--- config.mk ---
export PLATFORM = sky130hd
export DESIGN_NAME = tfsk_cascade
export DESIGN_NICKNAME = d
export VERILOG_FILES = /design/src/design/tfsk_pkg.sv /design/src/design/tfsk_cascade.sv
export SDC_FILE = /design/constraint.sdc
export NUM_CORES = 2
export LEC_CHECK = 0
export BUFFER_PORTS_ARGS = -buffer_cell sky130_fd_sc_hd__buf_2
export CAP_MARGIN = 20
export CORE_ASPECT_RATIO = 1.4
export CORE_MARGIN = 4
export CORE_UTILIZATION = 30
export DETAILED_ROUTE_END_ITERATION = 6
export SYNTH_ARGS = -nofsm -noshare
export SYNTH_HDL_FRONTEND = slang
export SYNTH_SLANG_ARGS = --single-unit
--- constraint.sdc ---
create_clock -name clk -period 27.2 [get_ports clk]
set_input_delay 5.44 -clock clk [delete_from_list [all_inputs] [get_ports clk]]
set_output_delay 5.44 -clock clk [all_outputs]
set_load 0.005 [all_outputs]
--- src/design/tfsk_pkg.sv ---
// Package for the two-tone FSK bit detector: payload structs, sizes,
// register indexes and the fixed-point biquad coefficient table.
// Used by tfsk_cascade and two_tone_fsk_bit_detector_top.
package tfsk_pkg;

  localparam int FRAC_BITS  = 14;
  localparam int SECTIONS   = 4;
  localparam int WINDOW_LEN = 18;

  // History rows: per filter one row for the input and one per section.
  localparam int ROWS    = 2 * (SECTIONS + 1);
  localparam int ROW_AW  = $clog2(ROWS);
  localparam int SEC_W   = (SECTIONS > 1) ? $clog2(SECTIONS) : 1;
  localparam int WIN_AW  = $clog2(WINDOW_LEN);
  localparam int COEF_W  = FRAC_BITS + 3;
  localparam int S_W     = 35;
  localparam int PROD_W  = COEF_W + S_W;
  localparam int ACC_W   = PROD_W + 1;

  localparam longint DecScale = 64'sd100000000;

  localparam logic [1:0] COEF_G  = 2'd0;
  localparam logic [1:0] COEF_A1 = 2'd1;
  localparam logic [1:0] COEF_A2 = 2'd2;

  localparam logic [2:0] CFG_THRESHOLD   = 3'd0;
  localparam logic [2:0] CFG_FRAME_BITS  = 3'd1;
  localparam logic [2:0] CFG_FIRST_TICKS = 3'd2;
  localparam logic [2:0] CFG_BIT_TICKS   = 3'd3;
  localparam logic [2:0] CFG_NOISE_LIMIT = 3'd4;

  typedef struct packed {
    logic               command;
    logic signed [15:0] sample_value;
  } tfsk_in_t;

  typedef struct packed {
    logic              bit_valid;
    logic              bit_value;
    logic signed [7:0] bit_score;
    logic              tone_zero_seen;
    logic              tone_one_seen;
    logic              listening_now;
    logic              fluke_flag;
    logic              frame_done;
  } tfsk_out_t;

  // Result of one pass of both cascades.
  typedef struct packed {
    logic        done;
    logic        idle;
    logic [31:0] y0;
    logic [31:0] y1;
  } tfsk_casc_t;

  // Coefficient in units of 1e-8, truncated toward zero at FRAC_BITS.
  function automatic logic signed [COEF_W-1:0] coef_q(input logic f,
                                                      input logic [1:0] k,
                                                      input logic [1:0] sel);
    longint raw;
    raw = 64'sd0;
    unique case ({f, sel, k})
      {1'b0, COEF_G,  2'd0}: raw = 64'sd201900;
      {1'b0, COEF_G,  2'd1}: raw = 64'sd196400;
      {1'b0, COEF_G,  2'd2}: raw = 64'sd2280000;
      {1'b0, COEF_G,  2'd3}: raw = 64'sd2294000;
      {1'b1, COEF_G,  2'd0}: raw = 64'sd303500;
      {1'b1, COEF_G,  2'd1}: raw = 64'sd295500;
      {1'b1, COEF_G,  2'd2}: raw = 64'sd2263000;
      {1'b1, COEF_G,  2'd3}: raw = 64'sd2271000;
      {1'b0, COEF_A1, 2'd0}: raw = -64'sd184602348;
      {1'b0, COEF_A1, 2'd1}: raw = -64'sd184997046;
      {1'b0, COEF_A1, 2'd2}: raw = -64'sd185002393;
      {1'b0, COEF_A1, 2'd3}: raw = -64'sd185937390;
      {1'b1, COEF_A1, 2'd0}: raw = -64'sd177495574;
      {1'b1, COEF_A1, 2'd1}: raw = -64'sd178072480;
      {1'b1, COEF_A1, 2'd2}: raw = -64'sd177882789;
      {1'b1, COEF_A1, 2'd3}: raw = -64'sd179257281;
      {1'b0, COEF_A2, 2'd0}: raw = 64'sd98747166;
      {1'b0, COEF_A2, 2'd1}: raw = 64'sd98763379;
      {1'b0, COEF_A2, 2'd2}: raw = 64'sd99474384;
      {1'b0, COEF_A2, 2'd3}: raw = 64'sd99490711;
      {1'b1, COEF_A2, 2'd0}: raw = 64'sd98471132;
      {1'b1, COEF_A2, 2'd1}: raw = 64'sd98490396;
      {1'b1, COEF_A2, 2'd2}: raw = 64'sd99358215;
      {1'b1, COEF_A2, 2'd3}: raw = 64'sd99377646;
      default:               raw = 64'sd0;
    endcase
    return COEF_W'((raw * (64'sd1 <<< FRAC_BITS)) / DecScale);
  endfunction

endpackage

--- src/design/tfsk_cascade.sv ---
// Both biquad cascades, run one section at a time through a shared multiplier.
// Section history lives in a one-port-read, one-port-write memory. Uses tfsk_pkg.
module tfsk_cascade import tfsk_pkg::*; (
  input  logic        clk,
  input  logic        rst_n,
  input  logic        start,
  input  logic [11:0] sample,
  input  logic        clr,
  output tfsk_casc_t  res
);

  localparam logic [2:0] C_IDLE = 3'd0;
  localparam logic [2:0] C_L0   = 3'd1;
  localparam logic [2:0] C_SEC  = 3'd2;
  localparam logic [2:0] C_M1   = 3'd3;
  localparam logic [2:0] C_M2   = 3'd4;
  localparam logic [2:0] C_M3   = 3'd5;

  logic [2:0]                state_r, state_nxt;
  logic                      f_r, f_nxt;
  logic [SEC_W-1:0]          k_r, k_nxt;
  logic [11:0]               x_r, x_nxt;
  logic signed [31:0]        in0_r, in0_nxt, in1_r, in1_nxt, in2_r, in2_nxt;
  logic signed [31:0]        y1_r, y1_nxt, y2_r, y2_nxt;
  logic [31:0]               y0_r, y0_nxt;
  logic signed [PROD_W-1:0]  p_r, p_nxt;
  logic signed [ACC_W-1:0]   acc_r, acc_nxt, acc_fin;
  logic                      done_r, done_nxt;
  logic [31:0]               y_res_r, y_res_nxt;

  logic [63:0]               mem [ROWS];
  logic [ROWS-1:0]           row_vld_r;
  logic [63:0]               rd_data_r;
  logic                      rd_vld_r;
  logic [ROW_AW-1:0]         rd_addr, wr_addr;
  logic                      wr_en;
  logic [63:0]               wr_data, hist;

  logic signed [COEF_W-1:0]  mul_a;
  logic signed [S_W-1:0]     mul_b, s_sum;
  logic [1:0]                k2;
  logic [31:0]               y_new;

  function automatic logic [ROW_AW-1:0] row_addr(input logic f, input logic [2:0] lvl);
    return ROW_AW'(f ? (SECTIONS + 1) : 0) + ROW_AW'(lvl);
  endfunction

  assign hist    = rd_vld_r ? rd_data_r : 64'd0;
  assign k2      = 2'(k_r);
  assign acc_fin = acc_r - ACC_W'(p_r);
  assign y_new   = acc_fin[FRAC_BITS+31:FRAC_BITS];

  always_comb begin
    if (k_r < SEC_W'(2)) begin
      s_sum = S_W'(in0_r) + (S_W'(in1_r) <<< 1) + S_W'(in2_r);
    end else begin
      s_sum = S_W'(in0_r) - (S_W'(in1_r) <<< 1) + S_W'(in2_r);
    end
  end

  always_comb begin
    state_nxt = state_r;
    f_nxt     = f_r;
    k_nxt     = k_r;
    x_nxt     = x_r;
    in0_nxt   = in0_r;
    in1_nxt   = in1_r;
    in2_nxt   = in2_r;
    y1_nxt    = y1_r;
    y2_nxt    = y2_r;
    y0_nxt    = y0_r;
    acc_nxt   = acc_r;
    done_nxt  = 1'b0;
    y_res_nxt = y_res_r;
    rd_addr   = row_addr(f_r, 3'd0);
    wr_en     = 1'b0;
    wr_addr   = row_addr(f_r, 3'd0);
    wr_data   = 64'd0;
    mul_a     = coef_q(f_r, k2, COEF_G);
    mul_b     = s_sum;
    unique case (state_r)
      C_IDLE: begin
        if (start) begin
          x_nxt     = sample;
          f_nxt     = 1'b0;
          rd_addr   = row_addr(1'b0, 3'd0);
          state_nxt = C_L0;
        end
      end
      C_L0: begin
        in0_nxt   = 32'(signed'({1'b0, x_r}));
        in1_nxt   = hist[63:32];
        in2_nxt   = hist[31:0];
        wr_en     = 1'b1;
        wr_addr   = row_addr(f_r, 3'd0);
        wr_data   = {20'd0, x_r, hist[63:32]};
        k_nxt     = '0;
        rd_addr   = row_addr(f_r, 3'd1);
        state_nxt = C_SEC;
      end
      C_SEC: begin
        y1_nxt    = hist[63:32];
        y2_nxt    = hist[31:0];
        state_nxt = C_M1;
      end
      C_M1: begin
        acc_nxt   = ACC_W'(p_r);
        mul_a     = coef_q(f_r, k2, COEF_A1);
        mul_b     = S_W'(y1_r);
        state_nxt = C_M2;
      end
      C_M2: begin
        acc_nxt   = acc_r - ACC_W'(p_r);
        mul_a     = coef_q(f_r, k2, COEF_A2);
        mul_b     = S_W'(y2_r);
        state_nxt = C_M3;
      end
      C_M3: begin
        wr_en   = 1'b1;
        wr_addr = row_addr(f_r, 3'(k_r) + 3'd1);
        wr_data = {y_new, y1_r};
        in0_nxt = y_new;
        in1_nxt = y1_r;
        in2_nxt = y2_r;
        if (k_r != SEC_W'(SECTIONS - 1)) begin
          k_nxt     = k_r + SEC_W'(1);
          rd_addr   = row_addr(f_r, 3'(k_r) + 3'd2);
          state_nxt = C_SEC;
        end else if (!f_r) begin
          y0_nxt    = y_new;
          f_nxt     = 1'b1;
          rd_addr   = row_addr(1'b1, 3'd0);
          state_nxt = C_L0;
        end else begin
          done_nxt  = 1'b1;
          y_res_nxt = y_new;
          state_nxt = C_IDLE;
        end
      end
      default: state_nxt = C_IDLE;
    endcase
    p_nxt = PROD_W'(mul_a) * PROD_W'(mul_b);
  end

  always_ff @(posedge clk) begin
    if (!rst_n) begin
      state_r   <= C_IDLE;
      done_r    <= 1'b0;
      row_vld_r <= '0;
    end else begin
      state_r <= state_nxt;
      done_r  <= done_nxt;
      if (clr) begin
        row_vld_r <= '0;
      end else if (wr_en) begin
        row_vld_r[wr_addr] <= 1'b1;
      end
    end
  end

  always_ff @(posedge clk) begin
    f_r     <= f_nxt;
    k_r     <= k_nxt;
    x_r     <= x_nxt;
    in0_r   <= in0_nxt;
    in1_r   <= in1_nxt;
    in2_r   <= in2_nxt;
    y1_r    <= y1_nxt;
    y2_r    <= y2_nxt;
    y0_r    <= y0_nxt;
    p_r     <= p_nxt;
    acc_r   <= acc_nxt;
    y_res_r <= y_res_nxt;
  end

  always_ff @(posedge clk) begin
    if (wr_en) begin
      mem[wr_addr] <= wr_data;
    end
    rd_data_r <= mem[rd_addr];
    rd_vld_r  <= row_vld_r[rd_addr];
  end

  assign res.done = done_r;
  assign res.idle = (state_r == C_IDLE);
  assign res.y0   = y0_r;
  assign res.y1   = y_res_r;

  // A write never targets the row being read in the same cycle.
  a_no_rw_clash: assert property (@(posedge clk) disable iff (!rst_n)
    wr_en |-> (wr_addr != rd_addr)) else $error("history read/write clash");

  a_done_idle: assert property (@(posedge clk) disable iff (!rst_n)
    done_r |-> (state_r == C_IDLE)) else $error("done while busy");

  a_start_idle: assert property (@(posedge clk) disable iff (!rst_n)
    (start && state_r == C_IDLE) |=> (state_r == C_L0 && !f_r))
    else $error("cascade did not start on the first filter");

endmodule

# After elaboration in Yosys (flattened, before gate mapping)
# Memories as Yosys holds them, arrays and structs flattened. A register that Yosys moved wholly into a read port is not among the register bits.
# Index checks and enable logic that the tools add are counted.
# totals
word_cells	108
ff_bits	359
output_inout_bits	66
memories	1
ram_bits	640
in_bits	16
# classes
n_mul	1
magnitude_cmp	4
div	3
n_bitwise	5
n_mux	37
n_eq_ne	16
n_addsub	11
n_reduce_logical	14
# memory_table
name	depth	width	rd	rd_ports_with_merged_regs	wr	line	source
mem	10	64	1	1	1	tfsk_cascade.sv:31	logic [63:0] mem [ROWS];
# ops
operator	n
50-bit one-hot mux with 8 select lines	3
64-bit by 28-bit divider with 64-bit output, second input constant	3
32-bit one-hot mux with 2 select lines	3
64-bit one-hot mux with 2 select lines	1
53-bit one-hot mux with 2 select lines	1
50-bit two-way mux	2
34-bit by 32-bit adder with 35-bit output	2
35-bit one-hot mux with 2 select lines	1
64-bit two-way mux	1
53-bit by 52-bit subtractor with 53-bit output	1
17-bit by 35-bit multiplier with 52-bit output	1
35-bit two-way mux	1
32-bit by 33-bit adder with 34-bit output	1
17-bit one-hot mux with 2 select lines	1
32-bit by 33-bit subtractor with 34-bit output	1
3-bit == test, second input constant	6
3-bit one-hot mux with 6 select lines	1
3-bit by 2-bit == test with 1-bit output, second input constant	4
3-bit two-way mux	4
4-bit one-hot mux with 3 select lines	1
4-bit by 5-bit < comparator with 1-bit output, second input constant	2
10-bit OR	1
1-bit two-way mux	9
3-bit AND reduction	3
other kinds (23)	37

# Depth between registers and ports, before layout
# depth
ltp_word	8
mapped_depth	154
depth_no_buf	136

# Worst setup path after synthesis
# Ideal clock, no wire load.
# synth_timing
kind	reg-to-reg
from	register k_r[1], in the netlist k2[1]
to	register p_r[45]
t_required_ps	27080
path_buffers	17
arrival_ps	28417
setup_time_ps	120
stages_incl_launch_ff	140
setup_slack_ps	-1337
cell_sequence	edfxtp_1 clkbuf_1 inv_1 clkbuf_1 buf_1 clkbuf_1 ha_1 buf_2 or2_1 buf_4 nor3_4 buf_4 a21oi_1 inv_1 ha_1 and4_1 buf_4 a21oi_1 [... 104 more ...] a21oi_1 o21bai_1 a21oi_1 o21bai_1 a21oi_1 o21bai_1 a21oi_1 o21bai_1 a21oi_1 o21bai_1 a21oi_1 o21bai_1 a21oi_1 o21bai_1 a21oi_1 o21bai_1 a21oi_1 xnor2_1
# synth_between
elab_chain_cells	6
# synth_rtl
element	line	source
start, declared	tfsk_cascade.sv:21	logic [SEC_W-1:0] k_r, k_nxt;
start signal, assigned	tfsk_cascade.sv:163	k_r <= k_nxt;
3-bit == test, or another cell as far along	tfsk_pkg.sv:62	unique case ({f, sel, k})
50-bit one-hot mux with 8 select lines	tfsk_pkg.sv:62	
50-bit two-way mux	tfsk_cascade.sv:81	unique case (state_r)
64-bit by 28-bit divider with 64-bit output	tfsk_pkg.sv:89	return COEF_W'((raw * (64'sd1 <<< FRAC_BITS)) / DecScale);
17-bit one-hot mux with 2 select lines	tfsk_cascade.sv:81	
17-bit by 35-bit multiplier with 52-bit output (*)	tfsk_cascade.sv:142	p_nxt = PROD_W'(mul_a) * PROD_W'(mul_b);
via p_nxt[45]	tfsk_cascade.sv:26	logic signed [PROD_W-1:0] p_r, p_nxt;
end signal, assigned	tfsk_cascade.sv:171	p_r <= p_nxt;
end, declared	tfsk_cascade.sv:26	
# Mark *: on every way through the listed nets, which the timed path passes. The rest lies on a longest branch. The select of a mux whose other input is x is not followed.
# A chain may end at the register's enable or synchronous reset.

# Final worst setup path
# layout_timing
from	register k_r[0], in the netlist k2[0]
to	register p_r[45]
# The elaborated chain is that of the path after synthesis.

==> flow_metrics.tcl <==
set metrics [dict create \
    root_buffer "clkbuf_16" \
    dieArea_mm2 0.260 \
    cts-buffers-inserted 93 \
    drc 0 \
    synth_top_area_share_pct 36.7 \
    cts.sinks 1050 \
    clk_latency_ns 0.71 \
    design.portCount 82 \
    grt_pass1_wl_mm 336 \
    timing.critical_path.mode_cell "a21oi_2" \
    pre_cts_ws_ns -0.243 \
    start_util_pct 30.2 \
    cp-start-kind "flop" \
    path_clk_slew_ns 0.08 \
    finalCriticalPeriod_ns 25.91 \
    gr-total-overflow 0 \
    crit_path_top_delay_cell "fa_2" \
    criticalPathCategory "reg -> reg" \
    grt_pass1_vias 58100 \
    postSynthAreaPerCell_um2 9.86 \
    route.vias.total 57000 \
    num_rows 217 \
    synthTopCellsByArea "edfxtp_1, fa_1, nand2_1, inv_1, ha_1" \
    setup_ws_ns 1.29 \
    ys_top_cells_by_count "nand2_1, inv_1, edfxtp_1, nor2_1, fa_1" \
    synth.distinct_cells 133 \
    path_buf_inv 16 \
    synth_edf_count 925 \
    cts_max_path_buffers 3 \
    slowest_delay_ns 0.60 \
    worstPathArrival_ns 26.47 \
    firstDrtPassIters 6 \
    status "completed" \
    synth_top_area_cell "edfxtp_1" \
    drv_cap 0 \
    synth.most_common_cell "nand2_1" \
    worst_slew_pin_slew_ns 1.11 \
    cp.required_ns 27.76 \
    whs_ns 0.472 \
    finalHoldViolations 0 \
    cts_tree "built" \
    synth_ff_type "edfxtp_1" \
    ys_ff_latch 1050 \
    drtIter0Drc 4006 \
    wl_per_cell_um 19.6 \
    post-route-period-util_pct 95.2 \
    syn_to_final_growth_pct 13.5 \
    wl_mm 219 \
    core_mm2 0.250 \
    numPortBuffers 81 \
    seq_area_frac_synth_pct 40.0 \
    htree_levels 3 \
    drv_slew 0 \
    fmax_mhz 38.6 \
    cp_max_fo 19 \
    drt.antenna.violating_nets 0 \
    netlist_instances 7676 \
    synthArstFlopShare_pct 0 \
    drive_gt1_share_pct 12.1 \
    avgViaCountPerCell 5.09 \
    synthesis.area_mm2 0.0757 \
    critPathTopFamily "compound AO/OA/AOI/OAI gates" \
    die_h_um 602 \
    hold_class "reg -> reg" \
    grt_max_degree 173 \
    gr-usage-all-layers_pct 16.3 \
    slew_headroom_pct 25.9 \
    nets 8685 \
    finalSetupViolCount 0 \
    gp_congestion 0.947 \
    syn_nets 8523 \
    yosysWarnings 0 \
    dieWidth_um 432 \
    hpwl_mm 159 \
    end_kind "flop" \
    grt_antenna_before_repair 4 \
    finalClockSkew_ns 0.0605 \
]
-- tightest hold or removal path, cell delays in order (launching register included) --
cell and delay, ns:
dfxtp_1 0.32, nor2_1 0.05, nor2_1 0.07
-- routing by layer --
layer / vias up / routed length (um) / track usage (%)
li1: 26400 / - / -
met1: 28500 / 84200 / 18.8
met2: 1622 / 114000 / 30.1
met3: 518 / 8910 / 1.43
met4: 0 / 12000 / 8.10
met5: - / 0 / 0
-- through the flow --
stage	area, um^2	util (%)	instances	setup TNS (ns)
floorplan	75700	-	7676	0
detailed placement	81100	32.4	11000	-0.257
global route	85900	34.3	11200	-0.296
finish	85900	34.3	11200	0
CTS	84600	33.8	11100	0
global placement	81100	32.4	11000	-0.280
-- final cells by class --
type	instances	area (um^2)
timing repair buffer	451	3310
clock buffer	121	2600
antenna	2	5.00
inverter	996	3740
sequential	1050	30300
fill	25200	164000
clock inverter	54	779
multi-input combinational	5246	41100
tap	3285	4110
-- placed cells by master (no fill, tap or decap), types with 135 or more instances in the layout --
| cell | n |
|---|---|
| inv_1 | 988 |
| a311oi_1 | 135 |
| buf_4 | 352 |
| nor2_1 | 573 |
| ha_1 | 242 |
| o21ai_0 | 228 |
| fa_1 | 578 |
| nand2_1 | 1151 |
| a21oi_1 | 231 |
| xnor2_1 | 193 |
| nand3_1 | 248 |
| edfxtp_1 | 925 |
-- repair_timing --
action	CTS	global route
gates resized for setup	13	155
gates cloned	0	2
hold endpoints to repair	0	0
pin swaps	0	71
setup endpoints to repair	3	14
hold buffers	0	0
setup buffers	0	68
-- registers in the layout (all words and copies together) (netlist names) --
signal,flops
mem,640
rd_data_r,64
acc_r,46
p_r,46
in0_r,32
in1_r,32
in2_r,32
y0_r,32
y1_r,32
y2_r,32
y_res_r,32
x_r,12
row_vld_r,10
state_r,3
k2,2
done_r,1
f_r,1
rd_vld_r,1
-- worst paths after layout --
| kind | from | to | slack (ns) | cells after the start |
|---|---|---|---|---|
| setup reg to reg | k2[0] | p_r[45] | 1.29 | 121 |
| hold / removal | row_vld_r[0] | row_vld_r[0] | 0.47 | 2 |
| setup / recovery | k2[0] | p_r[45] | 1.29 | 121 |
| hold reg to reg | row_vld_r[0] | row_vld_r[0] | 0.47 | 2 |
-- cell families (layout without fill, tap and decap cells) --
logic type / count (synthesis) / count (layout) / synth area share, %
compound gates: 1378 / 1379 / 12.7
flops: 1050 / 1050 / 40.0
xor+xnor: 270 / 270 / 3.21
mux: 93 / 93 / 1.32
fa+ha+maj: 834 / 834 / 19.5
buf+inv: 1381 / 1622 / 7.14
other cells: 0 / 2 / 0
simple gates: 2670 / 2670 / 16.1
Power is left out: the tool's default activity adds up to more than one toggle a clock period on the data nets, which glitch-free logic cannot reach.
